File: src/gbr_pkg.sv
// gbr_pkg: shared types and constants for the gf2 basis rank block
// beat payload structs, controller state enum, command and status structs
// no dependencies
`default_nettype none

package gbr_pkg;

  // fixed field widths of the beats
  localparam int COL_W         = 64;
  localparam int PIVOT_W       = 6;
  localparam int RANK_W        = 7;
  localparam int VEC_WIDTH_DEF = 64;

  // input beat: one column of the set
  typedef struct packed {
    logic [COL_W-1:0] column_value;
    logic             last_column;
  } col_beat_t;

  // output beat: result for one column
  typedef struct packed {
    logic               independent;
    logic [PIVOT_W-1:0] pivot_bit;
    logic [RANK_W-1:0]  rank_so_far;
    logic               set_done;
  } res_beat_t;

  // controller states
  typedef enum logic [1:0] {
    ST_IDLE,
    ST_SCAN,
    ST_FINISH
  } state_t;

  // controller to datapath
  typedef struct packed {
    logic accept;
    logic scan;
    logic emit;
  } cmd_t;

  // datapath to controller
  typedef struct packed {
    logic scan_last;
    logic out_free;
  } sts_t;

endpackage : gbr_pkg

`default_nettype wire

File: src/gbr_ram.sv
// gbr_ram: generic simple dual-port ram, one write and one registered read port
// no dependencies
`default_nettype none

module gbr_ram #(
  parameter int WIDTH = 64,
  parameter int DEPTH = 64
) (
  input  wire logic                     clk,
  input  wire logic                     we,
  input  wire logic [$clog2(DEPTH)-1:0] waddr,
  input  wire logic [WIDTH-1:0]         wdata,
  input  wire logic [$clog2(DEPTH)-1:0] raddr,
  output logic      [WIDTH-1:0]         rdata
);

  logic [WIDTH-1:0] mem [DEPTH];

  // write port
  always_ff @(posedge clk) begin
    if (we) begin
      mem[waddr] <= wdata;
    end
  end

  // registered read port
  always_ff @(posedge clk) begin
    rdata <= mem[raddr];
  end

endmodule : gbr_ram

`default_nettype wire

File: src/gbr_ctrl.sv
// gbr_ctrl: controller state machine, sequences accept, bit scan and result load
// depends on gbr_pkg
`default_nettype none

module gbr_ctrl (
  input  wire logic          clk,
  input  wire logic          rst,
  input  wire logic          col_valid,
  output logic               col_ready,
  output gbr_pkg::cmd_t      cmd,
  input  wire gbr_pkg::sts_t sts
);

  import gbr_pkg::*;

  state_t state;
  state_t state_next;

  // state register
  always_ff @(posedge clk) begin
    if (rst) begin
      state <= ST_IDLE;
    end else begin
      state <= state_next;
    end
  end

  // next state
  always_comb begin
    state_next = state;
    case (state)
      ST_IDLE: begin
        if (col_valid) begin
          state_next = ST_SCAN;
        end
      end
      ST_SCAN: begin
        if (sts.scan_last) begin
          state_next = ST_FINISH;
        end
      end
      ST_FINISH: begin
        if (sts.out_free) begin
          state_next = ST_IDLE;
        end
      end
      default: state_next = ST_IDLE;
    endcase
  end

  // outputs
  always_comb begin
    col_ready  = 1'b0;
    cmd.accept = 1'b0;
    cmd.scan   = 1'b0;
    cmd.emit   = 1'b0;
    case (state)
      ST_IDLE: begin
        col_ready  = 1'b1;
        cmd.accept = col_valid;
      end
      ST_SCAN: begin
        cmd.scan = 1'b1;
      end
      ST_FINISH: begin
        cmd.emit = sts.out_free;
      end
      default: begin
        col_ready = 1'b0;
      end
    endcase
  end

endmodule : gbr_ctrl

`default_nettype wire

File: src/gbr_dp.sv
// gbr_dp: datapath with working vector, basis row memory, present bits, rank
// and the result register; depends on gbr_pkg and gbr_ram
`default_nettype none

module gbr_dp #(
  parameter int VEC_WIDTH = gbr_pkg::VEC_WIDTH_DEF
) (
  input  wire logic              clk,
  input  wire logic              rst,
  input  wire gbr_pkg::col_beat_t col_data,
  input  wire gbr_pkg::cmd_t     cmd,
  output gbr_pkg::sts_t          sts,
  output logic                   res_valid,
  input  wire logic              res_ready,
  output gbr_pkg::res_beat_t     res_data
);

  import gbr_pkg::*;

  localparam int PW = $clog2(VEC_WIDTH);
  localparam int RW = $clog2(VEC_WIDTH + 1);

  // working column and scan bookkeeping
  logic [VEC_WIDTH-1:0] vec;
  logic                 last_flag;
  logic [PW-1:0]        rd_idx;
  logic                 rd_more;
  logic [PW-1:0]        chk_idx;
  logic                 chk_valid;
  logic                 res_indep;
  logic [PW-1:0]        res_pivot;

  // basis bookkeeping
  logic [VEC_WIDTH-1:0] row_present;
  logic [RW-1:0]        rank_count;

  // memory port
  logic [VEC_WIDTH-1:0] row_data;
  logic                 store_now;
  logic                 reduce_now;
  logic                 bit_set;

  gbr_ram #(
    .WIDTH (VEC_WIDTH),
    .DEPTH (VEC_WIDTH)
  ) u_rows (
    .clk   (clk),
    .we    (store_now),
    .waddr (chk_idx),
    .wdata (vec),
    .raddr (rd_idx),
    .rdata (row_data)
  );

  // decision for the bit position whose row read has returned
  always_comb begin
    bit_set       = vec[chk_idx];
    store_now     = cmd.scan && chk_valid && bit_set && !row_present[chk_idx];
    reduce_now    = cmd.scan && chk_valid && bit_set && row_present[chk_idx];
    sts.scan_last = cmd.scan && chk_valid && (store_now || chk_idx == '0);
    sts.out_free  = !res_valid || res_ready;
  end

  // working vector, read address walk and per-column result
  always_ff @(posedge clk) begin
    if (cmd.accept) begin
      vec       <= col_data.column_value[VEC_WIDTH-1:0];
      last_flag <= col_data.last_column;
      rd_idx    <= PW'(VEC_WIDTH - 1);
      res_indep <= 1'b0;
      res_pivot <= '0;
    end else if (cmd.scan) begin
      if (reduce_now) begin
        vec <= vec ^ row_data;
      end
      if (store_now) begin
        res_indep <= 1'b1;
        res_pivot <= chk_idx;
      end
      chk_idx <= rd_idx;
      if (rd_idx != '0) begin
        rd_idx <= rd_idx - 1'b1;
      end
    end
  end

  // scan pipeline control
  always_ff @(posedge clk) begin
    if (rst) begin
      rd_more   <= 1'b0;
      chk_valid <= 1'b0;
    end else if (cmd.accept) begin
      rd_more   <= 1'b1;
      chk_valid <= 1'b0;
    end else if (cmd.scan) begin
      chk_valid <= rd_more && !sts.scan_last;
      if (rd_idx == '0) begin
        rd_more <= 1'b0;
      end
    end
  end

  // present bits and rank, cleared after the last column of a set
  always_ff @(posedge clk) begin
    if (rst) begin
      row_present <= '0;
      rank_count  <= '0;
    end else if (cmd.emit && last_flag) begin
      row_present <= '0;
      rank_count  <= '0;
    end else if (store_now) begin
      row_present[chk_idx] <= 1'b1;
      rank_count           <= rank_count + 1'b1;
    end
  end

  // result register
  always_ff @(posedge clk) begin
    if (rst) begin
      res_valid <= 1'b0;
    end else if (cmd.emit) begin
      res_valid <= 1'b1;
    end else if (res_ready) begin
      res_valid <= 1'b0;
    end
  end

  always_ff @(posedge clk) begin
    if (cmd.emit) begin
      res_data.independent <= res_indep;
      res_data.pivot_bit   <= PIVOT_W'(res_pivot);
      res_data.rank_so_far <= RANK_W'(rank_count);
      res_data.set_done    <= last_flag;
    end
  end

  // rank always matches the number of present rows
  a_rank_count : assert property (@(posedge clk) disable iff (rst)
    $countones(row_present) == int'(rank_count))
    else $error("rank count out of step with present rows");

  // rank stays within the vector width
  a_rank_max : assert property (@(posedge clk) disable iff (rst)
    int'(rank_count) <= VEC_WIDTH)
    else $error("rank exceeds vector width");

  // a loaded result is offered on the next cycle
  a_emit_valid : assert property (@(posedge clk) disable iff (rst)
    cmd.emit |=> res_valid)
    else $error("result not presented after load");

  // end of set empties the basis
  a_set_clear : assert property (@(posedge clk) disable iff (rst)
    (cmd.emit && last_flag) |=> (rank_count == '0 && row_present == '0))
    else $error("basis not cleared after last column");

  // a store happens only on the scan step that ends the column
  a_store_ends : assert property (@(posedge clk) disable iff (rst)
    store_now |-> sts.scan_last)
    else $error("store without ending the scan");

endmodule : gbr_dp

`default_nettype wire

File: src/gf2_basis_rank_top.sv
// Running rank of binary column vectors over GF(2). Each accepted column is reduced
// against an XOR basis held in a VEC_WIDTH x VEC_WIDTH row memory, one row per pivot
// bit. The datapath walks the bit positions from the top down, one position per
// cycle: a set bit with a stored row XORs that row in, a set bit with no row stores
// the column there and ends the walk. The walk is paced by the single read port of
// the row memory, and the next column is taken in the cycle after the result is
// loaded. One column is in work at a time; a new column is taken while the previous
// result still waits in the output register, and a finished column waits until that
// register is free. After a column marked last, the basis is emptied at once; no
// clearing pass is needed after reset.
// depends on gbr_pkg, gbr_ctrl, gbr_dp
`default_nettype none

module gf2_basis_rank_top #(
  parameter int VEC_WIDTH = gbr_pkg::VEC_WIDTH_DEF
) (
  input  wire logic               clk,
  input  wire logic               rst,
  input  wire logic               col_valid,
  output logic                    col_ready,
  input  wire gbr_pkg::col_beat_t col_data,
  output logic                    res_valid,
  input  wire logic               res_ready,
  output gbr_pkg::res_beat_t      res_data
);

  import gbr_pkg::*;

  cmd_t cmd;
  sts_t sts;

  // controller
  gbr_ctrl u_ctrl (
    .clk       (clk),
    .rst       (rst),
    .col_valid (col_valid),
    .col_ready (col_ready),
    .cmd       (cmd),
    .sts       (sts)
  );

  // datapath
  gbr_dp #(
    .VEC_WIDTH (VEC_WIDTH)
  ) u_dp (
    .clk       (clk),
    .rst       (rst),
    .col_data  (col_data),
    .cmd       (cmd),
    .sts       (sts),
    .res_valid (res_valid),
    .res_ready (res_ready),
    .res_data  (res_data)
  );

endmodule : gf2_basis_rank_top

`default_nettype wire

File: config.mk
export PLATFORM = sky130hd
export DESIGN_NAME = gf2_basis_rank_top
export DESIGN_NICKNAME = d
export VERILOG_FILES = /design/src/gbr_pkg.sv /design/src/gbr_ram.sv /design/src/gbr_ctrl.sv /design/src/gbr_dp.sv /design/src/gf2_basis_rank_top.sv
export SDC_FILE = /design/constraint.sdc
export NUM_CORES = 2
export LEC_CHECK = 0
export BUFFER_PORTS_ARGS = -buffer_cell sky130_fd_sc_hd__buf_2
export CAP_MARGIN = 20
export CORE_UTILIZATION = 50
export CTS_CLUSTER_SIZE = 25
export DETAILED_ROUTE_END_ITERATION = 10
export HOLD_SLACK_MARGIN = 0.03
export PLACE_DENSITY = 0.68
export SLEW_MARGIN = 25
export SYNTH_ARGS = -nofsm -noshare
export SYNTH_HDL_FRONTEND = slang
export SYNTH_SLANG_ARGS = --single-unit
File: constraint.sdc
create_clock -name clk -period 7 [get_ports clk]
set_input_delay 0.7 -clock clk [delete_from_list [all_inputs] [get_ports clk]]
set_output_delay 0.7 -clock clk [all_outputs]
set_load 0.05 [all_outputs]
==> run_results.csv <==
group,metric,value,unit
cells_and_area,fin_cells,11834,
sta,holdWs,0.130,ns
sta,tightest_slew,1.22,ns
critical_path,crit_slowest_cell,"edfxtp_1",
sta,hold_viol_final,0,
routing,totalWireLength,440000,microns
cts,cts_tree,"done",
global_routing,grt_pass1_wl,613000,microns
cts,cts_hold_repair.buffers,3,
critical_path,path_cells,"buf_12 > mux2_1 > a221oi_2 > o22ai_1 > a211oi_2 > and4_1 > nand2_8 > buf_4 > nor3_2 > buf_4",
synth,synth_area_leaders,"edfxtp_1, mux4_2, dfxtp_1",
routing,wl_per_cell,37.2,microns
synth,synthArstFlopShare,0,%
critical_path,cp_common_cell,"buf_4",
routing,ant_nets,0,
placement,io_buffers,85,
floorplan,die_w,576,microns
placement,place_inst,11035,
global_routing,grtUsageTotal,26.6,%
synth,syn-num-nets,6785,
cts,cts_setup_buffers,0,
min_path,min_path_cells,3,
sta,fmax,195,MHz
cts,cts_root_buffer,"clkbuf_16",
floorplan,start_util,50.3,%
cells_and_area,mostFrequentLayoutCell,"edfxtp_1",
synth,synth.top_cell.area_share,76.2,%
cells_and_area,area_growth,13.1,%
cts,clk_path_buf_depth,4,
floorplan,io_pins,86,
critical_path,worstPathMaxFanout,55,
synth,syn_area,165000,sq um
critical_path,path_buf_inv,3,
power_and_ir_drop,seqPwrFrac,49.8,%
power_and_ir_drop,p_leak,0.0590,uW
cells_and_area,final_area,186000,sq um
cells_and_area,mostFrequentLayoutCells,"edfxtp_1, mux4_2, clkbuf_16",
power_and_ir_drop,switchingPower,13800,uW
cells_and_area,fin_nets,7192,
power_and_ir_drop,p_sw_share,23.4,%
floorplan,coreArea,328000,sq um
critical_path,critical-path-top-delay-family,"buffers and inverters",
sta,maxSlewViolCount,0,
floorplan,std_cell_rows,210,
critical_path,cp-startpoint,"u_dp.chk_idx[1]",
synth,synth_top_area_cell,"edfxtp_1",
cts,clock_latency,0.98,ns
synth,synth_edf_count,4182,
critical_path,crit_path_end_kind,"flop",
routing,vias_per_cell,6.58,
power_and_ir_drop,clock_power_share,38.5,%
critical_path,rr_endpoint,"u_dp.u_rows.mem[21][18]",
routing,first_iter_violations,11651,
sta,clock_skew,0.0601,ns
cells_and_area,layout-drive-gt1-share,32.6,%
critical_path,ff2ff_setup_slack,1.88,ns
routing,drc,0,
job,maxCapViolCount,0,
cells_and_area,nFillCells,22932,
min_path,min_from,"col_data[58]",
floorplan,die_h,576,microns
global_routing,grt.overflow.total,0,
placement,dp_hpwl,242000,microns
synth,ys_seq_area_share,78.0,%
cts,cts_buffers,420,
sta,finalSetupViolCount,0,
power_and_ir_drop,total_power,59200,uW
synth,synth_ff_type,"edfxtp_1",
critical_path,cp_data_required_time,7.57,ns
sta,grt_setup_unrepaired,"no",
min_path,holdPathEnd,"u_dp.vec[57]",
power_and_ir_drop,internal-power,45300,uW
critical_path,arrival,5.68,ns
global_routing,grt_max_degree,126,
cts,clk_pin_slew,0.06,ns
placement,place_area,172000,sq um
synth,syn_area_per_cell,24.6,sq um
routing,vias,77867,
global_routing,grt_pass1_vias,77092,
sta,finalCritPeriodShare,73.1,%
routing,firstDrtPassIters,6,
sta,period_minus_slack,5.12,ns
critical_path,reg2reg_from,"u_dp.chk_idx[1]",
placement,place_congestion,0.856,
synth,synth_cells,6713,
cells_and_area,post-route-util,56.9,%
critical_path,startpoint_type,"flop",
critical_path,r2r_cells,10,
power_and_ir_drop,peakVddDrop,0.247,mV
synth,ys_warn_count,0,
power_and_ir_drop,combPwrFrac,11.7,%
floorplan,die-area,332000,sq um
outcome,status,"finished, final reports clean",
synth,ys_ff_latch,4335,
global_routing,antenna_found_initial,26,
critical_path,path_class,"reg -> reg",
cts,clock_sinks,4335,
cts,htree_levels,5,
power_and_ir_drop,power_density,317,nW/um^2
min_path,min_path_type,"in -> reg",
critical_path,worst_path_largest_cell_delay,0.76,ns
synth,synth.distinct_cells,62,
sta,relSlewSlack,18.1,%
cts,cts_resized,0,
[cell usage after synthesis (4+ instances only)]
library cell / number
nand2_1: 157
buf_4: 7
nand2b_1: 13
buf_2: 115
o41ai_2: 22
xnor2_1: 68
a21oi_1: 19
o22ai_1: 14
nand3b_1: 4
nor2b_1: 5
buf_6: 7
buf_1: 24
o21ai_0: 78
inv_1: 15
mux4_2: 1351
nand4_1: 4
clkbuf_1: 233
a221oi_1: 5
dfxtp_1: 153
o31ai_1: 4
edfxtp_1: 4182
o41ai_1: 41
mux2i_1: 34
nor3_1: 66
nand3_1: 15
nor2_1: 15
[worst reg2reg max path: stages (launching register included)]
cell	delay, ns
edfxtp_1	0.76
buf_12	0.29
mux2_1	0.37
a221oi_2	0.28
o22ai_1	0.15
a211oi_2	0.27
and4_1	0.63
nand2_8	0.54
buf_4	0.43
nor3_2	0.21
buf_4	0.71
[flip-flops by register name, indices dropped and copies added (netlist names)]
register	cells
u_dp.u_rows.mem	4096
u_dp.row_present	64
u_dp.u_rows.rdata	64
u_dp.vec	64
u_dp.res_data	15
u_dp.rank_count	7
u_dp.chk_idx	6
u_dp.rd_idx	6
u_dp.res_pivot	6
u_ctrl.state	2
u_dp.chk_valid	1
u_dp.last_flag	1
u_dp.rd_more	1
u_dp.res_indep	1
u_dp.res_valid	1
[power groups by stage]
stage	Clock [uW]	Sequential (uW)	Combinational, uW
after floorplan	0	30300	4050
after global placement	0	30000	6820
after detailed placement	0	30000	6930
after CTS	23000	29500	6950
after global routing	24000	29500	7190
final	22800	29500	6900
[through the flow]
| step | TNS [ns] | setup slack, ns |
|---|---|---|
| 6_report | 0 | 1.88 |
| 3_5_place_dp | 0 | 1.75 |
| 4_1_cts | 0 | 1.66 |
| 5_1_grt | 0 | 1.70 |
| 2_1_floorplan | -2430.44 | -0.609 |
| 3_3_place_gp | 0 | 1.62 |
[worst max path at each step]
stage                                    to  depth (start not counted)
floorplan            u_dp.u_rows.mem[10][0]                          9
global placement    u_dp.u_rows.mem[43][49]                          8
detailed placement  u_dp.u_rows.mem[23][18]                          9
CTS                 u_dp.u_rows.mem[23][34]                          9
global route        u_dp.u_rows.mem[21][31]                         10
finish              u_dp.u_rows.mem[21][18]                         10
[area by class of cell]
type	instances	area, sq um	share of cell area (%)
diodes	9	22.5	0.0121
clock buffers	524	11100	5.98
clock inverters	257	2720	1.46
inverters	15	63.8	0.0342
multi-input cells	1977	34900	18.7
flip-flops and latches	4335	129000	69.0
well taps	4346	5440	2.92
repair buffers	371	3540	1.90
[cells by family (layout without fill, tap and decap cells)]
group | Yosys count | after routing | share of synthesized area [%]
compound gates | 219 | 219 | 1.01
buf+inv | 401 | 1167 | 1.05
mux | 1388 | 1388 | 18.7
xor+xnor | 69 | 69 | 0.367
flops | 4335 | 4335 | 78.0
simple gates | 298 | 298 | 0.821
other cells | 0 | 9 | 0
fa+ha+maj | 3 | 3 | 0.0228
[routing by layer]
layer,global-route usage (%),vias up,part of all wire (%)
met5,0,-,0.023
met4,10.7,14,4.6
met3,4.71,741,9.8
met2,42.2,4902,48
met1,37.0,42257,37
li1,-,29953,-
No activity file was read; power rests on OpenSTA's default activity.
